[src/rtl/core/rse_pkg.sv]
// ----------------------------------------------------------------------------
// rse_pkg: shared types and constants of the RPN stack evaluator
// Token kind codes, status codes, the controller state type and the
// per-cell shift control.
// ----------------------------------------------------------------------------
package rse_pkg;

   localparam int DATA_W          = 32;
   localparam int TYPE_W          = 3;
   localparam int STACK_DEPTH_DEF = 64;

   // token kinds
   localparam logic [TYPE_W-1:0] KIND_NUM = 3'd0;
   localparam logic [TYPE_W-1:0] KIND_ADD = 3'd1;
   localparam logic [TYPE_W-1:0] KIND_SUB = 3'd2;
   localparam logic [TYPE_W-1:0] KIND_MUL = 3'd3;
   localparam logic [TYPE_W-1:0] KIND_DIV = 3'd4;

   // sticky expression status
   typedef enum logic [1:0] {
      ST_OK    = 2'd0,
      ST_UNDER = 2'd1,
      ST_OVER  = 2'd2,
      ST_DIV0  = 2'd3
   } status_type;

   // controller states
   typedef enum logic [1:0] {
      S_IDLE,
      S_EXEC,
      S_DIV,
      S_FIN
   } state_type;

   // shift control for one stack cell
   typedef struct packed {
      logic load;        // cell takes a new value this cycle
      logic from_below;  // new value comes from the deeper neighbor
   } cell_ctl_type;

endpackage

[src/rtl/core/rse_divider.sv]
// ----------------------------------------------------------------------------
// rse_divider: iterative signed divider
// Restoring division on magnitudes, one quotient bit per cycle, truncated
// toward zero. The divisor is never zero when started.
// ----------------------------------------------------------------------------
module rse_divider (
   input  logic                          clock,
   input  logic                          reset,
   input  logic                          start,
   input  logic [rse_pkg::DATA_W-1:0]    dividend,
   input  logic [rse_pkg::DATA_W-1:0]    divisor,
   output logic                          done,
   output logic [rse_pkg::DATA_W-1:0]    quotient
);
   import rse_pkg::*;

   localparam int CNT_W = $clog2(DATA_W);

   logic              busy_ff, busy_in;
   logic              done_ff, done_in;
   logic [CNT_W-1:0]  cnt_ff, cnt_in;
   logic              neg_ff, neg_in;
   logic [DATA_W-1:0] quo_ff, quo_in;
   logic [DATA_W-1:0] rem_ff, rem_in;
   logic [DATA_W-1:0] dsr_ff, dsr_in;
   logic [DATA_W:0]   rem_sh;
   logic [DATA_W:0]   diff;

   // one restoring step per cycle
   always_comb begin
      busy_in = busy_ff;
      done_in = 1'b0;
      cnt_in  = cnt_ff;
      neg_in  = neg_ff;
      quo_in  = quo_ff;
      rem_in  = rem_ff;
      dsr_in  = dsr_ff;
      rem_sh  = {rem_ff, quo_ff[DATA_W-1]};
      diff    = rem_sh - {1'b0, dsr_ff};
      if (start) begin
         busy_in = 1'b1;
         cnt_in  = CNT_W'(DATA_W - 1);
         neg_in  = dividend[DATA_W-1] ^ divisor[DATA_W-1];
         quo_in  = dividend[DATA_W-1] ? (~dividend + 1'b1) : dividend;
         dsr_in  = divisor[DATA_W-1] ? (~divisor + 1'b1) : divisor;
         rem_in  = '0;
      end else if (busy_ff) begin
         if (!diff[DATA_W]) begin
            rem_in = diff[DATA_W-1:0];
            quo_in = {quo_ff[DATA_W-2:0], 1'b1};
         end else begin
            rem_in = rem_sh[DATA_W-1:0];
            quo_in = {quo_ff[DATA_W-2:0], 1'b0};
         end
         cnt_in = cnt_ff - 1'b1;
         if (cnt_ff == '0) begin
            busy_in = 1'b0;
            done_in = 1'b1;
         end
      end
   end

   always_ff @(posedge clock) begin
      if (reset) begin
         busy_ff <= 1'b0;
         done_ff <= 1'b0;
      end else begin
         busy_ff <= busy_in;
         done_ff <= done_in;
      end
      cnt_ff <= cnt_in;
      neg_ff <= neg_in;
      quo_ff <= quo_in;
      rem_ff <= rem_in;
      dsr_ff <= dsr_in;
   end

   // most negative by minus one wraps back to most negative here
   assign done     = done_ff;
   assign quotient = neg_ff ? (~quo_ff + 1'b1) : quo_ff;

endmodule

[config.mk]
export PLATFORM = sky130hd
export DESIGN_NAME = rse_divider
export DESIGN_NICKNAME = d
export VERILOG_FILES = /design/src/rtl/core/rse_pkg.sv /design/src/rtl/core/rse_divider.sv
export SDC_FILE = /design/constraint.sdc
export NUM_CORES = 1
export LEC_CHECK = 0
export ABC_CLOCK_PERIOD_IN_PS = 7200
export BUFFER_PORTS_ARGS = -buffer_cell sky130_fd_sc_hd__buf_2
export CORE_UTILIZATION = 50
export CTS_BUF_LIST = sky130_fd_sc_hd__clkbuf_16
export CTS_CLUSTER_DIAMETER = 200
export DETAILED_ROUTE_END_ITERATION = 10
export PLACE_DENSITY = 0.69
export SLEW_MARGIN = 20
export SYNTH_ARGS = -nofsm -noshare
export SYNTH_HDL_FRONTEND = slang
export SYNTH_SLANG_ARGS = --single-unit
[constraint.sdc]
create_clock -name clock -period 7.2 [get_ports clock]
set_input_delay 1.44 -clock clock [delete_from_list [all_inputs] [get_ports clock]]
set_output_delay 1.44 -clock clock [all_outputs]
set_load 0.05 [all_outputs]
==> impl_metrics.py <==
metrics = {
    "die": {
        "std_cell_rows": 44,
        "ioPinCount": 100,
        "fp.dieH_um": 126,
        "die_area_um2": 15900,
        "die_w_um": 126,
        "initial_core_util_pct": 52.2,
        "core_area_um2": 14800,
    },
    "setup_path": {
        "worst-path-buf-inv": 2,
        "worstRegToRegCells": 14,
        "crit_family": "simple AND/OR/NAND/NOR gates",
        "crit_type": "register to primary output",
        "cp.required_ps": 5760,
        "rr_startpoint": "quo_ff[31]",
        "rr_endpoint": "rem_ff[17]",
        "cp_slowest_cell": "or4_4",
        "worstPathArrival_ps": 3190,
        "crit_path_end_kind": "primary output",
        "crit_fanout": 5,
        "critPathMaxStageDelay_ps": 530,
        "path_cells": "inv_1, ha_1, nand2b_1, nand2b_1, or4_4, or4_4, nand2b_4, o21ai_1, xnor2_1, buf_2",
        "crit_path_start_kind": "register",
        "ff2ff_setup_slack_ps": 3210,
    },
    "grt": {
        "grt_pass1_wl_um": 26900,
        "gr-total-overflow": 0,
        "grt_pass1_vias": 5687,
        "use_met2_pct": 31.6,
        "antenna_found_initial": 0,
        "grt_max_degree": 80,
        "grt_busiest_layer": "met2",
        "met1_usage_pct": 30.0,
        "grt_use_total_pct": 20.6,
        "use_met3_pct": 2.80,
    },
    "timing": {
        "rsz0062_at_grt": "false",
        "finalCritPeriodShare_pct": 64.3,
        "hold_violations": 0,
        "worst_slack_ps": 2570,
        "drv_slew": 0,
        "worstMarginPinSlew_ps": 943,
        "hold_ws_ps": 478,
        "setup_viol": 0,
        "finClkSkew_ps": 13.3,
        "period_minus_slack_ps": 4630,
        "fmax_mhz": 216,
        "slew_headroom_pct": 37.1,
        "tns_ps": 0,
    },
    "yosys": {
        "yosysMostFrequentCell": "nor2_1",
        "synth_area_leaders": "edfxtp_1, dfxtp_1, xnor2_1",
        "synth_area_um2": 7700,
        "synth_flop_cell": "edfxtp_1",
        "yosys-top-cells-count": "nor2_1, a21oi_1, xnor2_1, edfxtp_1, inv_1",
        "syn_area_per_cell_um2": 8.83,
        "synth_nets": 977,
        "async_reset_ff_share_pct": 0,
        "yosys.area.top_type": "edfxtp_1",
        "synth_cell_types": 66,
        "synth_seq_area_share_pct": 35.5,
        "syn-instance-count": 872,
        "ys_seq_elements": 104,
        "synth_edf_count": 65,
        "synth_top_cell_area_share_pct": 25.3,
        "yosysWarnings": 0,
    },
    "pwr": {
        "ir_drop_v": 0.000138,
        "power.leakage_uw": 0.00349,
        "swShare_pct": 36.2,
        "power.density_nw_per_um2": 224,
        "power_frac_seq_pct": 39.3,
        "finalPower_uw": 1930,
        "p_int_uw": 1230,
        "p_sw_uw": 696,
        "p_clk_share_pct": 26.5,
        "pwr-share-comb_pct": 34.2,
    },
    "detailed_routing": {
        "wl_per_cell_um": 13.8,
        "initialDrtViolationCount": 518,
        "dr.pass1.iters": 5,
        "dr_total_vias": 6226,
        "wirelength_um": 15700,
        "viasPerCell": 5.47,
        "drc": 0,
        "antenna_left": 0,
    },
    "cts": {
        "worst_skew_pair.late_latency_ps": 350,
        "clkSinkCount": 104,
        "root_buffer": "clkbuf_16",
        "cts_resized": 0,
        "cts.hold.buffers_added": 0,
        "cts.reportedPaths.clkPinSlew_ps": 70,
        "cts_made_buffers": 9,
        "htree_levels": 3,
        "post_cts_buffers": 0,
        "tritoncts": "built",
        "cts_buffer_depth": 2,
    },
    "final_layout": {
        "nets": 1055,
        "num_antenna_cells": 0,
        "drive_above_1_share_pct": 15.3,
        "instances_no_fill": 1139,
        "fill_cells": 1340,
        "area_delta_synth_final_pct": 11.5,
    },
    "placed_design": {
        "dp.cells": 1123,
        "place_hpwl_um": 11600,
        "gp_routability_congestion": 0.884,
        "pre_cts_ws_ps": 2920,
        "io_buffers": 99,
    },
    "hold_path": {
        "worst_hold_path_type": "register to register",
        "holdPathEnd": "rem_ff[21]",
        "min_path_cells": 2,
        "hold_start": "rem_ff[21]",
    },
    "run_status": {
        "status": "finished clean",
    },
    "flow_run": {
        "max-cap-violations": 0,
    },
}
## state kept, by name (all words and copies together) (netlist names)
register	cells
dsr_ff	32
quo_ff	32
rem_ff	32
cnt_ff	5
busy_ff	1
done	1
neg_ff	1
## power by group through the flow
| stage | Combinational (uW) | Clock (uW) | Sequential [uW] |
|---|---|---|---|
| 6_report | 659 | 509 | 757 |
| 5_1_grt | 727 | 542 | 765 |
| 4_1_cts | 659 | 523 | 756 |
| 3_5_place_dp | 657 | 0 | 769 |
| 3_3_place_gp | 651 | 0 | 767 |
| 2_1_floorplan | 539 | 0 | 750 |
## metrics by stage
step	utilization (%)	cell area [um^2]
6_report	58.2	8590
5_1_grt	58.2	8590
4_1_cts	58.2	8590
3_5_place_dp	56.1	8280
3_3_place_gp	56.1	8280
2_1_floorplan	-	7700
## tightest hold or removal path, delay by kind of cell (launching register included)
| family | cells | cell delay, ps |
|---|---|---|
| AO/OA/AOI/OAI | 1 | 50 |
| flip-flops | 1 | 330 |
| AND/OR/NAND/NOR | 1 | 50 |
## worst max-delay path by stage
stage,slack (ps),depth (start not counted),endpoint,start
after floorplan,2970,7,quotient[29],quo_ff[10]
after global placement,2970,8,quotient[28],quo_ff[5]
after detailed placement,2920,8,quotient[29],quo_ff[10]
after CTS,2540,8,quotient[30],quo_ff[5]
after global routing,2370,8,quotient[30],quo_ff[5]
final,2570,10,quotient[30],quo_ff[0]
## cell usage in the layout, fill, tap and decap left out, types with 14 or more instances in the layout
master,n
o41ai_1,14
edfxtp_1,65
inv_1,59
nand2b_1,22
nor2_1,92
ha_1,37
a211oi_1,18
xnor2_1,77
buf_2,98
nand2_1,55
o21ai_0,57
xor2_1,43
a21oi_1,79
o31ai_1,25
dfxtp_1,39
## routing by layer
layer	routed length, um	vias to the layer above
li1	-	3302
met1	8390	2762
met2	6500	149
met3	662	13
met4	175	0
met5	0	-
## final cells by class
cell class,count,area [um^2],area share (%)
Sequential cell,104,2730,31.8
Clock inverter,6,62.6,0.728
Timing Repair Buffer,103,528,6.15
Inverter,59,221,2.58
Tap cell,184,230,2.68
Clock buffer,10,250,2.91
Multi-Input combinational cell,673,4560,53.1
## logic make-up (layout without fill, tap and decap cells)
group                      Yosys count  in the layout  share of synthesized area, %
AOI/OAI and AO/OA                  255            255                          21.6
xor gates and xnor gates           121            121                          14.0
adders and majority gates           38             38                          6.27
buffers and inverters               95            178                          5.25
DFF                                104            104                          35.5
muxes                               10             10                          1.35
and+or+nand+nor                    249            249                          16.1
Note: power is estimated with default switching activity, not from simulation.
