--- config.mk ---
export PLATFORM = sky130hd
export DESIGN_NAME = rse_cell
export DESIGN_NICKNAME = d
export VERILOG_FILES = /design/src/rtl/core/rse_pkg.sv /design/src/rtl/core/rse_cell.sv
export SDC_FILE = /design/constraint.sdc
export NUM_CORES = 1
export LEC_CHECK = 0
export ABC_CLOCK_PERIOD_IN_PS = 900
export BUFFER_PORTS_ARGS = -buffer_cell sky130_fd_sc_hd__buf_2
export CAP_MARGIN = 0
export CORE_MARGIN = 2
export CORE_UTILIZATION = 37
export DETAILED_ROUTE_END_ITERATION = 7
export HOLD_SLACK_MARGIN = 0.15
export PLACE_DENSITY = 0.75
export RECOVER_POWER = 100
export SETUP_SLACK_MARGIN = 0.15
export SLEW_MARGIN = 10
export SYNTH_ARGS = -nofsm -noshare
export SYNTH_HDL_FRONTEND = slang
export SYNTH_SLANG_ARGS = --single-unit
--- constraint.sdc ---
create_clock -name clock -period 0.9 [get_ports clock]
set_clock_uncertainty 0.1 [all_clocks]
set_input_delay 0.135 -clock clock [delete_from_list [all_inputs] [get_ports clock]]
set_output_delay 0.135 -clock clock [all_outputs]
set_load 0.05 [all_outputs]
--- src/rtl/core/rse_pkg.sv ---
// ----------------------------------------------------------------------------
// rse_pkg: shared types and constants of the RPN stack evaluator
// Token kind codes, status codes, the controller state type and the
// per-cell shift control.
// ----------------------------------------------------------------------------
package rse_pkg;

   localparam int DATA_W          = 32;
   localparam int TYPE_W          = 3;
   localparam int STACK_DEPTH_DEF = 64;

   // token kinds
   localparam logic [TYPE_W-1:0] KIND_NUM = 3'd0;
   localparam logic [TYPE_W-1:0] KIND_ADD = 3'd1;
   localparam logic [TYPE_W-1:0] KIND_SUB = 3'd2;
   localparam logic [TYPE_W-1:0] KIND_MUL = 3'd3;
   localparam logic [TYPE_W-1:0] KIND_DIV = 3'd4;

   // sticky expression status
   typedef enum logic [1:0] {
      ST_OK    = 2'd0,
      ST_UNDER = 2'd1,
      ST_OVER  = 2'd2,
      ST_DIV0  = 2'd3
   } status_type;

   // controller states
   typedef enum logic [1:0] {
      S_IDLE,
      S_EXEC,
      S_DIV,
      S_FIN
   } state_type;

   // shift control for one stack cell
   typedef struct packed {
      logic load;        // cell takes a new value this cycle
      logic from_below;  // new value comes from the deeper neighbor
   } cell_ctl_type;

endpackage

--- src/rtl/core/rse_cell.sv ---
// ----------------------------------------------------------------------------
// rse_cell: one stack entry
// Holds a value, or takes it from the shallower neighbor (push) or the
// deeper neighbor (pop) as its control says.
// ----------------------------------------------------------------------------
module rse_cell (
   input  logic                          clock,
   input  rse_pkg::cell_ctl_type         ctl,
   input  logic [rse_pkg::DATA_W-1:0]    up_data,
   input  logic [rse_pkg::DATA_W-1:0]    down_data,
   output logic [rse_pkg::DATA_W-1:0]    q
);
   import rse_pkg::*;

   logic [DATA_W-1:0] val_ff;
   logic [DATA_W-1:0] val_in;

   // neighbor select
   always_comb begin
      val_in = val_ff;
      if (ctl.load) begin
         val_in = ctl.from_below ? down_data : up_data;
      end
   end

   always_ff @(posedge clock) begin
      val_ff <= val_in;
   end

   assign q = val_ff;

endmodule

==> results, run 1 <==
- The flow ran to the end, but the final reports show violations.
- The final reports fail on negative setup slack.
- In this run the worst path has a maximum fanout of 1.
- The clock drives 32 sinks.
- The distinct cell type count after synthesis is 5.
- The cell taking the most area after synthesis is edfxtp_1.
- The count of input and output buffers is 98.
- The tree is rooted in a clkbuf_8.
- The average routed wire per standard cell is 15.2 um.
- After clock tree synthesis, the clock-pin slew on the worst setup and hold paths is 0.07 ns.
- The post-synthesis instance area is 0.00151 mm^2.
- After synthesis, the mean cell area works out to 22.1 um^2.
- Global routing finished with a remaining overflow of 0.
- The kind of cell with the highest combined delay along the critical path is flip-flops.
- The stage delay of the slowest cell on the critical path is 0.41 ns.
- The synthesis-to-finish area growth is 56.9%.
- The maximum buffer depth of the clock tree is 2.
- The share of final-layout standard cells stronger than drive strength 1 is 80.8%.
- The initial antenna violation count was 0.
- The cell depth of the worst min-delay path is 2.
- Counting I/O delays and the setup requirement, the final critical path takes 1.09 ns.
- During I/O placement, the number of pins put on the boundary was 99.
- The via count of the first global-routing pass is 1038.
- The final cycle utilization of the critical path is 122%.
- The hold path endpoint is q[15].
- The critical path is of the reg2out type.
- The transition time of the tightest slew-check pin is 0.457 ns.
- Walking the worst path, the cells encountered are buf_6.
- The share of flip-flops with an asynchronous set or reset after synthesis is 0%.
- The smallest setup slack after layout is -0.195 ns.
- The library cell with the highest instance count after synthesis is edfxtp_1.
- The number of enable flip-flop cells after synthesis is 32.
- The net count reported at finish is 243.
- The relative slew slack is 69.6%.
- The initial utilization of the core area, before any placement, comes to 37.9%.
- The first routing iteration left 7 violations.
- The count of state elements after synthesis is 32.
- The hold violation count in the final report came to 0.
- The flip-flop count of the largest register after layout is 32.
- The global-route wire length before repair is 4980 um.
- The die is 67.8 um tall.
- The core region is 0.00397 mm^2.
- 0 antenna diodes ended up in the layout.
- The share of total power in the clock network is 30.3%.
- Combinational logic burns 27.1% of the power.
- Summing all placed instances gives a cell area of 0.00207 mm^2.
- Counting every net in the synthesized netlist gives 135.
- By count the netlist is led by edfxtp_1, mux2_4, buf_12.
- The number of remaining DRC errors is 0.
- The filler cells instantiated in the layout total 316.
- The switching power share of the total is 28.2%.
- The number of violations of the max-capacitance limit is 0.
- The floorplan step defined a die boundary enclosing 0.00459 mm^2.
- The power share of the sequential group is 42.6%.
- The number of slew-limit violations in the final report is 0.
- In this run the horizontal extent of the chip is 67.8 um.
- The sequential element share of the synthesized area is 63.8%.
- Cell internal power was estimated by the tool at 3.16 mW.
- The detailed-route vias per instance is 4.40.
- Summed over all nets, the switching power comes to 1.24 mW.
- The static leakage power is 1.11 nW.
- Data on the critical path arrives at its endpoint at 0.86 ns.
- The placer's final routability congestion estimate is 0.679.
- Counting both buffers and inverters, the worst setup path holds a total of 1.
- Among all stages on the critical path, the largest delay is contributed by edfxtp_1.
- The total non-filler cell area in the finished layout is 0.00236 mm^2.
- In this run the worst hold path is classified as in2reg.
- Yosys printed 0 warnings.
- The post-layout utilization of the core is 59.5%.
- The residual antenna-violating net count after detailed routing is 0.
- Setup repair after global routing could not meet its margin everywhere.
- After detailed routing, the total wire length is 3440 um.
- The most used flip-flop cell after synthesis is edfxtp_1.
- STA puts the critical path data required time at 0.66 ns.
- In this run the core area contains 23 standard-cell rows.
- The element type at the critical path end is a primary output.
- Counting the buffers created by CTS gives 5.
- The synthesized instance count is 68.
- The detailed-routing iteration count for the pre-antenna-repair pass is 4.
- Summing all multi-input logic gate instances after layout gives 473 um^2.
- For this run, the total global-route usage over all layers was measured as 15.2%.
- TritonCTS built the clock tree.
- The cell area power density is 1860 mW/mm^2.
- The final route contains 998 vias.
- The upper clock frequency limit is 0.914 GHz.
- The startpoint kind of the worst setup timing path is a register.
- The maximum number of pins on one net before global-route repair is 21.
- The worst-case IR drop observed on VDD is 1270 uV.
- The sequential cells in the finished layout cover a total of 961 um^2.
- After synthesis, the cell types taking the most area are edfxtp_1, mux2_4, buf_12, mux2_2, buf_6.
- The number of setup violations in the final report is 48.
- The number of levels in the clock H-tree is 2.
- Of the post-synthesis cell area, the dominant cell type holds 63.8%.
- The worst hold path begins at up_data[15].
==> cells in the final DEF (no fill, tap or decap), drive strengths merged <==
cell	netlist	final
clkbuf	0	10
bufinv	0	1
buf	4	101
clkinv	0	1
edfxtp	32	32
mux2	32	32
==> per-stage QoR <==
stage	power (mW)	setup TNS, ns	instances	hold WS, ns	setup slack, ns
final	4.40	-5.85	227	0.0534	-0.195
after global routing	4.55	-7.38	227	0.0379	-0.225
after CTS	4.47	-5.45	227	0.0466	-0.208
after detailed placement	2.91	-9.25	216	0.338	-0.317
after global placement	2.89	-8.69	216	0.335	-0.295
after floorplan	2.60	-3.90	68	0.147	-0.130
==> kinds of logic after synthesis <==
logic type / count (synthesis) / share of synthesized area, %
buffers and inverters: 4 / 4.74
DFF: 32 / 63.8
muxes: 32 / 31.4
==> worst max path at each step <==
stage	start	end	slack, ns	cells after the start
floorplan	ctl[0]	q[0]	-0.13	3
global placement	ctl[0]	q[22]	-0.30	3
detailed placement	ctl[0]	q[21]	-0.32	3
CTS	q[28]	q[28]	-0.21	1
global route	q[17]	q[17]	-0.22	1
finish	q[17]	q[17]	-0.19	1
==> timing repair <==
action | CTS | global route
endpoints found under the hold margin | 32 | 32
gates cloned | 2 | 0
gates resized for setup | 70 | 1
endpoints found under the setup margin | 62 | 61
setup buffers | 1 | 0
==> cell type report <==
type | instances | area share, %
clock buffers | 6 | 3.07
clock inverters | 2 | 1.48
multi-input cells | 32 | 20.0
flip-flops and latches | 32 | 40.7
well taps | 50 | 2.65
repair buffers | 105 | 32.1
==> power groups by stage <==
stage | Combinational, mW | Clock [mW] | Sequential [mW]
global route | 1.25 | 1.41 | 1.89
floorplan | 0.250 | 0 | 2.35
finish | 1.19 | 1.33 | 1.87
global placement | 1.03 | 0 | 1.86
detailed placement | 1.05 | 0 | 1.87
CTS | 1.25 | 1.35 | 1.87
==> layer usage <==
| layer | wire (um) | up-vias | GRT usage (%) |
|---|---|---|---|
| li1 | - | 479 | - |
| met1 | 1180 | 454 | 15.3 |
| met2 | 1860 | 63 | 28.8 |
| met3 | 373 | 2 | 4.83 |
| met4 | 27 | 0 | 5.75 |
| met5 | 0 | - | 0 |
Note: power is estimated with default switching activity, not from simulation.
==> run 2, diff against run 1 <==
Settings changed: ABC_AREA from default to 1, ABC_CLOCK_PERIOD_IN_PS 900 to 1350, CORE_UTILIZATION 37 to 44, PLACE_DENSITY 0.75 to 0.84.
Clock period 0.9 ns to 1.35 ns, I/O delays scaled along.
==> run 2 against run 1 <==
Effect of this change: the run now ends clean; final area grew 13%; power decreased by 41%; worst setup slack improved by 0.26 ns; synthesized cell count is 100% higher; count of clock-buffer cells in the layout unchanged; non-clock buffer count up 59; critical path depth unchanged; worst hold slack better by 0.25 ns; synthesized area fell by 3.5%; via count rose by 69%; critical path type unchanged; largest cell class is now non-clock buffers.
==> results, run 2 <==
- The flow ran to the end, and the final reports show no timing, DRC or antenna violations.
- The average routed wire per standard cell is 17.7 um.
- The critical path goes through clkbuf_4.
- In this run the number of H-tree levels came out at 2.
- The floorplan has 20 rows.
- The library cell with the highest instance count after synthesis is nand2_1.
- The hold violation count in the final report is 0.
- Summed over all layers, the global routing overflow is 0.
- After detailed routing, the number of remaining DRC violations is 0.
- The share of final-layout standard cells stronger than drive strength 1 is 36.3%.
- The static leakage power is 1.29 nW.
- The number of enable flip-flop cells after synthesis is 32.
- TritonCTS built the clock tree.
- The tool flagged a number of max-cap violations equal to 0.
- The critical path data required time is 1.05 ns.
- TritonCTS created 5 clock buffers.
- The post-placement setup slack is 0.240 ns.
- In the layout the commonest cells are nand2_1, dlygate4sd3_1, buf_2, edfxtp_1, clkbuf_4.
- STA classifies the critical path endpoint as a primary output.
- After the first detailed-routing iteration, the DRC count stood at 123.
- The mean post-synth cell area is 10.7 um^2.
- The width of the chip is 61.5 um.
- The region available for standard cell placement spans 0.00310 mm^2.
- The die covers 0.00378 mm^2.
- The placer's final routability congestion estimate is 0.663.
- Data arrives at the worst endpoint at 0.98 ns.
- Once detail routing completed, the nets flagged for antenna violations numbered 0.
- From synthesis to final layout, the design area changed by 83.5%.
- In this run the worst hold path is classified as in2reg.
- The clock passes through at most 2 buffers.
- Yosys attributes the largest share of cell area to edfxtp_1, nand2_1, nand2_2, clkbuf_8, buf_6.
- The maximum number of pins on one net before global-route repair is 33.
- The final cycle utilization of the critical path is 95.2%.
- Setup violations remaining at the end of the flow were counted as 0.
- The detailed-route vias per instance is 4.89.
- Before antenna repair, the detailed router went through 4 iterations.
- The Yosys step of the flow raised 0 warnings.
- 0 antenna diodes ended up in the layout.
- VDD sags by at most 790 uV.
- The transition time of the tightest slew-check pin is 0.783 ns.
- The most frequent standard cell in the layout excluding fill and tap cells is nand2_1.
- The synthesized design devotes to its leading area cell type 66.1% of total area.
- For this run, the slowest stage of the critical path takes 0.41 ns.
- The relative slew slack is 47.8%.
- The area used by multi-input combinational logic is 383 um^2.
- The die boundary height is 61.5 um.
- Across all layers, the routed design uses 1682 vias.
- The synthesized instance count is 136.
- The sequential element share of the synthesized area is 66.1%.
- The effective utilization at floorplan is 46.8%.
- Setup repair after global routing could not meet its margin everywhere.
- Counting instances in the post-synthesis netlist gives the leading cell types as nand2_1, edfxtp_1, nand2_2.
- The worst path in the final design needs a cycle of 1.29 ns, including I/O delays and setup.
- The number of slew-limit violations in the final report came to 0.
- In this run the power density over the cells is 980 mW/mm^2.
- The number of nets in the synthesized netlist is 203.
- The slowest stage of the critical path is the edfxtp_1 cell.
- The critical path in this run is classified as reg2out.
- Broken down by cell family, the worst path's largest delay share belongs to flip-flops.
- The clock slew seen by the registers of the worst setup and hold paths is 0.11 ns.
- The register with the most flip-flops in the layout has 32 of them.
- The post-route worst hold slack is 0.302 ns.
- STA classifies the critical path startpoint as a register.
- The initial antenna violation count is 0.
- The sum of buffers and inverters on the critical path is 1.
- The area occupied by registers is 961 um^2.
- The post-synthesis instance area is 0.00145 mm^2.
- The setup TNS after final layout is 0 ns.
- The first global-routing pass estimated 7970 um of wire.
- For this design, the sink count on the clock tree is 32.
- The smallest setup slack after layout is 0.0650 ns.
- The count of input and output buffers is 98.
- The overall routed net length is 6080 um.
- The net count reported at finish is 367.
- The via count of the first global-routing pass is 1704.
- For this design the top-level I/O count stands at 99.
- After synthesis the netlist holds a flip-flop and latch count of 32.
- Of all cell types, the one taking the most synthesized area is edfxtp_1.
- For this run, the leading register cell type out of synthesis is edfxtp_1.
- The final-layout fill cell count is 187.
- For this run, asynchronously set or reset flops after synthesis account for 0%.
- Synthesis instantiated 7 different standard cells from the library.
- The highest fanout seen on the critical path is 1.
- The upper clock frequency limit is 0.778 GHz.
- The tree is rooted in a clkbuf_4.
- Global routing used 30.9% of the available tracks.
- The placed wire-length estimate is 2450 um.
-- run 2: cell count changes in the layout (fill, tap and decap cells not counted), sizes merged --
cell and change:
buf -35, bufinv -1, clkbuf +30, dlygate4sd3 +64, inv +1, mux2 -32
nand2 +96
-- run 2: kinds of logic after synthesis --
family / Yosys count / synth area share, %
buffers and inverters: 8 / 7.32
AND/OR/NAND/NOR: 96 / 26.5
flip-flops: 32 / 66.1
-- run 2: power breakdown --
group          switching [mW]  internal (mW)
combinational           0.535          0.322
sequential             0.0341           1.20
clock                   0.329          0.192
-- run 2: cell type report --
type | count | area share [%]
repair buffers | 164 | 45.4
flip-flops and latches | 32 | 36.0
multi-input cells | 96 | 14.4
well taps | 44 | 2.06
clock buffers | 6 | 1.55
inverters | 1 | 0.422
clock inverters | 1 | 0.188
-- run 2: tightest hold or removal path: cells and delay by family --
kind	cells	cell delay [ns]
buf+inv	2	0.26
simple gates	2	0.12
-- run 2: worst paths after layout --
kind    from  endpoint  slack [ns]  cells after the start
max     q[8]      q[8]        0.06                      1
min   ctl[0]      q[2]        0.30                      4
-- run 2: what timing repair did --
action / in CTS / in global routing
endpoints found under the hold margin: 32 / 0
resized for setup: 54 / 10
endpoints found under the setup margin: 32 / 32
setup buffers: 0 / 0
hold buffers: 64 / 0
-- run 2: per-stage QoR --
step	total power, mW	area [um^2]	instances	utilization, %
6_report	2.61	2670	344	85.9
5_1_grt	2.70	2670	344	85.9
4_1_cts	2.61	2780	344	89.6
3_5_place_dp	1.89	1930	273	62.2
3_3_place_gp	1.87	1930	273	62.2
2_1_floorplan	1.69	1450	136	-
-- run 2: metal layers --
metal / track usage (%) / vias up / share of wire (%)
met5: 0 / - / 0
met4: 18.8 / 0 / 5.1
met3: 7.98 / 34 / 7.4
met2: 57.4 / 118 / 54
met1: 30.3 / 770 / 33
li1: - / 760 / -
==> run 3, diff against run 2 <==
Settings changed: ABC_AREA 1 to default, CORE_UTILIZATION 44 to 45, PLACE_DENSITY 0.84 to 0.85.
==> run 3 against run 2 <==
Effect of this change: fmax down 2.6%; critical endpoint is now q[11]; via count down 22%; critical path type unchanged; utilization up 1.3 points; count of clock-buffer cells in the layout unchanged; first-iteration DRC count down 56%; global-route usage down 1.0 points; wire length down 9.5%; clock power up 41%; critical path depth unchanged.
==> results, run 3 (synthesis gave the netlist of run 1 again) <==
- Once the floorplan was initialized, standard cells occupied 48.1% of the core.
- The width of the chip is 61.8 um.
- The maximum number of pins on one net before global-route repair is 33.
- Leaving out fill and tap cells, the most frequent cell in the layout is dlygate4sd3_1.
- The worst setup path is captured at a primary output.
- The cell area power density is 1040 mW/mm^2.
- In this run the post-CTS setup repair buffer count came out at 0.
- The detail route stage leaves a number of antenna-violating nets equal to 0.
- The total overflow reported by the global router is 0.
- At the pin with the least slew margin, the transition time is 0.791 ns.
- STA classifies the critical path startpoint as a register.
- Dividing the detail-routed via count by the number of cells gives 4.68.
- The stage delay of the slowest cell on the critical path is 0.45 ns.
- The initial antenna violation count is 1.
- Clock tree synthesis inserted a total of 5 buffers.
- 99 I/O pins were placed.
- The top cell types in the final layout, fill and taps aside, are dlygate4sd3_1, buf_2, edfxtp_1, clkbuf_4, mux2_1.
- The total non-filler cell area in the finished layout is 0.00273 mm^2.
- The number of violations of the max-capacitance limit is 0.
- Measured against its own limit, the worst slew margin works out to 47.3%.
- Cells fill 87.2% of the core in the end.
- Static timing analysis puts the maximum clock frequency at 0.758 GHz.
- In this run the vertical extent of the chip is 61.8 um.
- STA puts the critical path data required time at 1.05 ns.
- In this run the worst hold path is classified as in2reg.
- Global routing used 25.6% of the available met1 tracks.
- The setup TNS after final layout is 0 ns.
- TritonCTS built the clock tree.
- The filler cells instantiated in the layout total 181.
- The number of slew-limit violations in the final report is 0.
- Of the cells placed in the final design, the portion with a size suffix greater than 1 is 46.4%.
- The met2 track utilization from global routing is 58.8%.
- The met3 routing resource usage after global routing is 10.1%.
- The worst IR drop on VDD is 821 uV.
- The total core area is 0.00313 mm^2.
- The static leakage power is 1.19 nW.
- The design draws 2.82 mW.
- The worst-path cell with the longest stage delay is edfxtp_1.
- Counting every sink on the clock net gives 32.
- After layout, the minimum clock period comes to 1.32 ns.
- The highest fanout seen on the critical path is 1.
- The total via count after detailed routing is 1320.
- Setup violations remaining at the end of the flow were counted as 0.
- The overall routing resource usage is 29.9%.
- The die covers 0.00382 mm^2.
- The synthesis-to-finish area growth is 81.3%.
- The final cycle utilization of the critical path is 97.7%.
- The placer's final routability congestion estimate is 0.712.
- After floorplanning, the core was divided into 20 placement rows.
- The initial detailed-routing violation count is 54.
- The most crowded layer after global routing is met2.
- Clock-pin slew was measured on the worst setup and hold paths at 0.12 ns.
- The register with the most flip-flops in the layout has 32 of them.
- After the last flow step, the layout net total stands at 303.
- The category of the critical setup timing path is reg2out.
- CTS placed an instance of clkbuf_4 at the clock tree root.
- The sum of buffers and inverters on the critical path is 1.
- The first global-routing pass estimated 7450 um of wire.
- The detailed-routing iteration count for the pre-antenna-repair pass is 4.
- The number of levels in the clock H-tree is 2.
- The maximum buffer depth of the clock tree is 2.
- The run finished with clean final reports.
- The worst path arrival time is 1.02 ns.
- The final layout contains routed wiring with a total length of 5510 um.
- After detailed routing, the number of remaining DRC violations is 0.
- The post-route worst hold slack is 0.317 ns.
- The hold violation count in the final report is 0.
- The via count of the first global-routing pass was 1522.
- Setup repair after global routing could not meet its margin everywhere.
- The count of input and output buffers is 98.
- Broken down by cell family, the worst path's largest delay share belongs to flip-flops.
- After detailed routing, the average wire length per cell comes to 19.5 um.
- The signal on the critical path passes through buf_4.
- After detailed placement, the total cell area comes to 0.00204 mm^2.
## run 3: cell types whose count changed in the layout (fill, tap and decap cells not counted), moves of 3 or more
cell	before	now
buf_4	2	12
clkbuf_4	29	24
mux2_4	0	8
nand2_1	87	0
mux2_1	0	22
buf_2	62	59
nand2_2	9	0
## run 3: power breakdown
| group | switching (mW) | internal [mW] | leakage [nW] |
|---|---|---|---|
| registers | 0.0349 | 1.20 | 0.313 |
| clock network | 0.344 | 0.388 | 0.0422 |
| logic | 0.493 | 0.363 | 0.839 |
## run 3: worst paths after layout
check  startpoint  depth (start not counted)  slack, ns  endpoint
min        ctl[0]                          3       0.32     q[20]
max         q[11]                          1       0.03     q[11]
## run 3: stage by stage
| step | setup WS [ns] | std cells |
|---|---|---|
| after floorplan | 0.246 | 68 |
| after global placement | 0.119 | 209 |
| after detailed placement | 0.0871 | 209 |
| after CTS | 0.111 | 281 |
| after global routing | 0.0224 | 282 |
| final | 0.0312 | 282 |
## run 3: what timing repair did
action / in CTS / in global routing
hold buffers: 64 / 0
hold endpoints to repair: 32 / 0
resized for setup: 61 / 3
endpoints found under the setup margin: 32 / 32
pin swaps: 0 / 0
## run 3: cell type report
type	instances	area [um^2]	share of cell area, %
repair buffers	165	1240	45.6
multi-input cells	32	390	14.3
diodes	1	2.50	0.0917
clock inverters	2	35.0	1.28
well taps	44	55.1	2.02
flip-flops and latches	32	961	35.2
clock buffers	6	41.3	1.51
## run 3: per-layer routing
layer | part of all wire (%) | vias up | wire [um]
met4 | 3.8 | 0 | 211
met5 | 0 | - | 0
met1 | 33 | 614 | 1810
met2 | 55 | 86 | 3000
met3 | 8.7 | 18 | 481
li1 | - | 602 | -
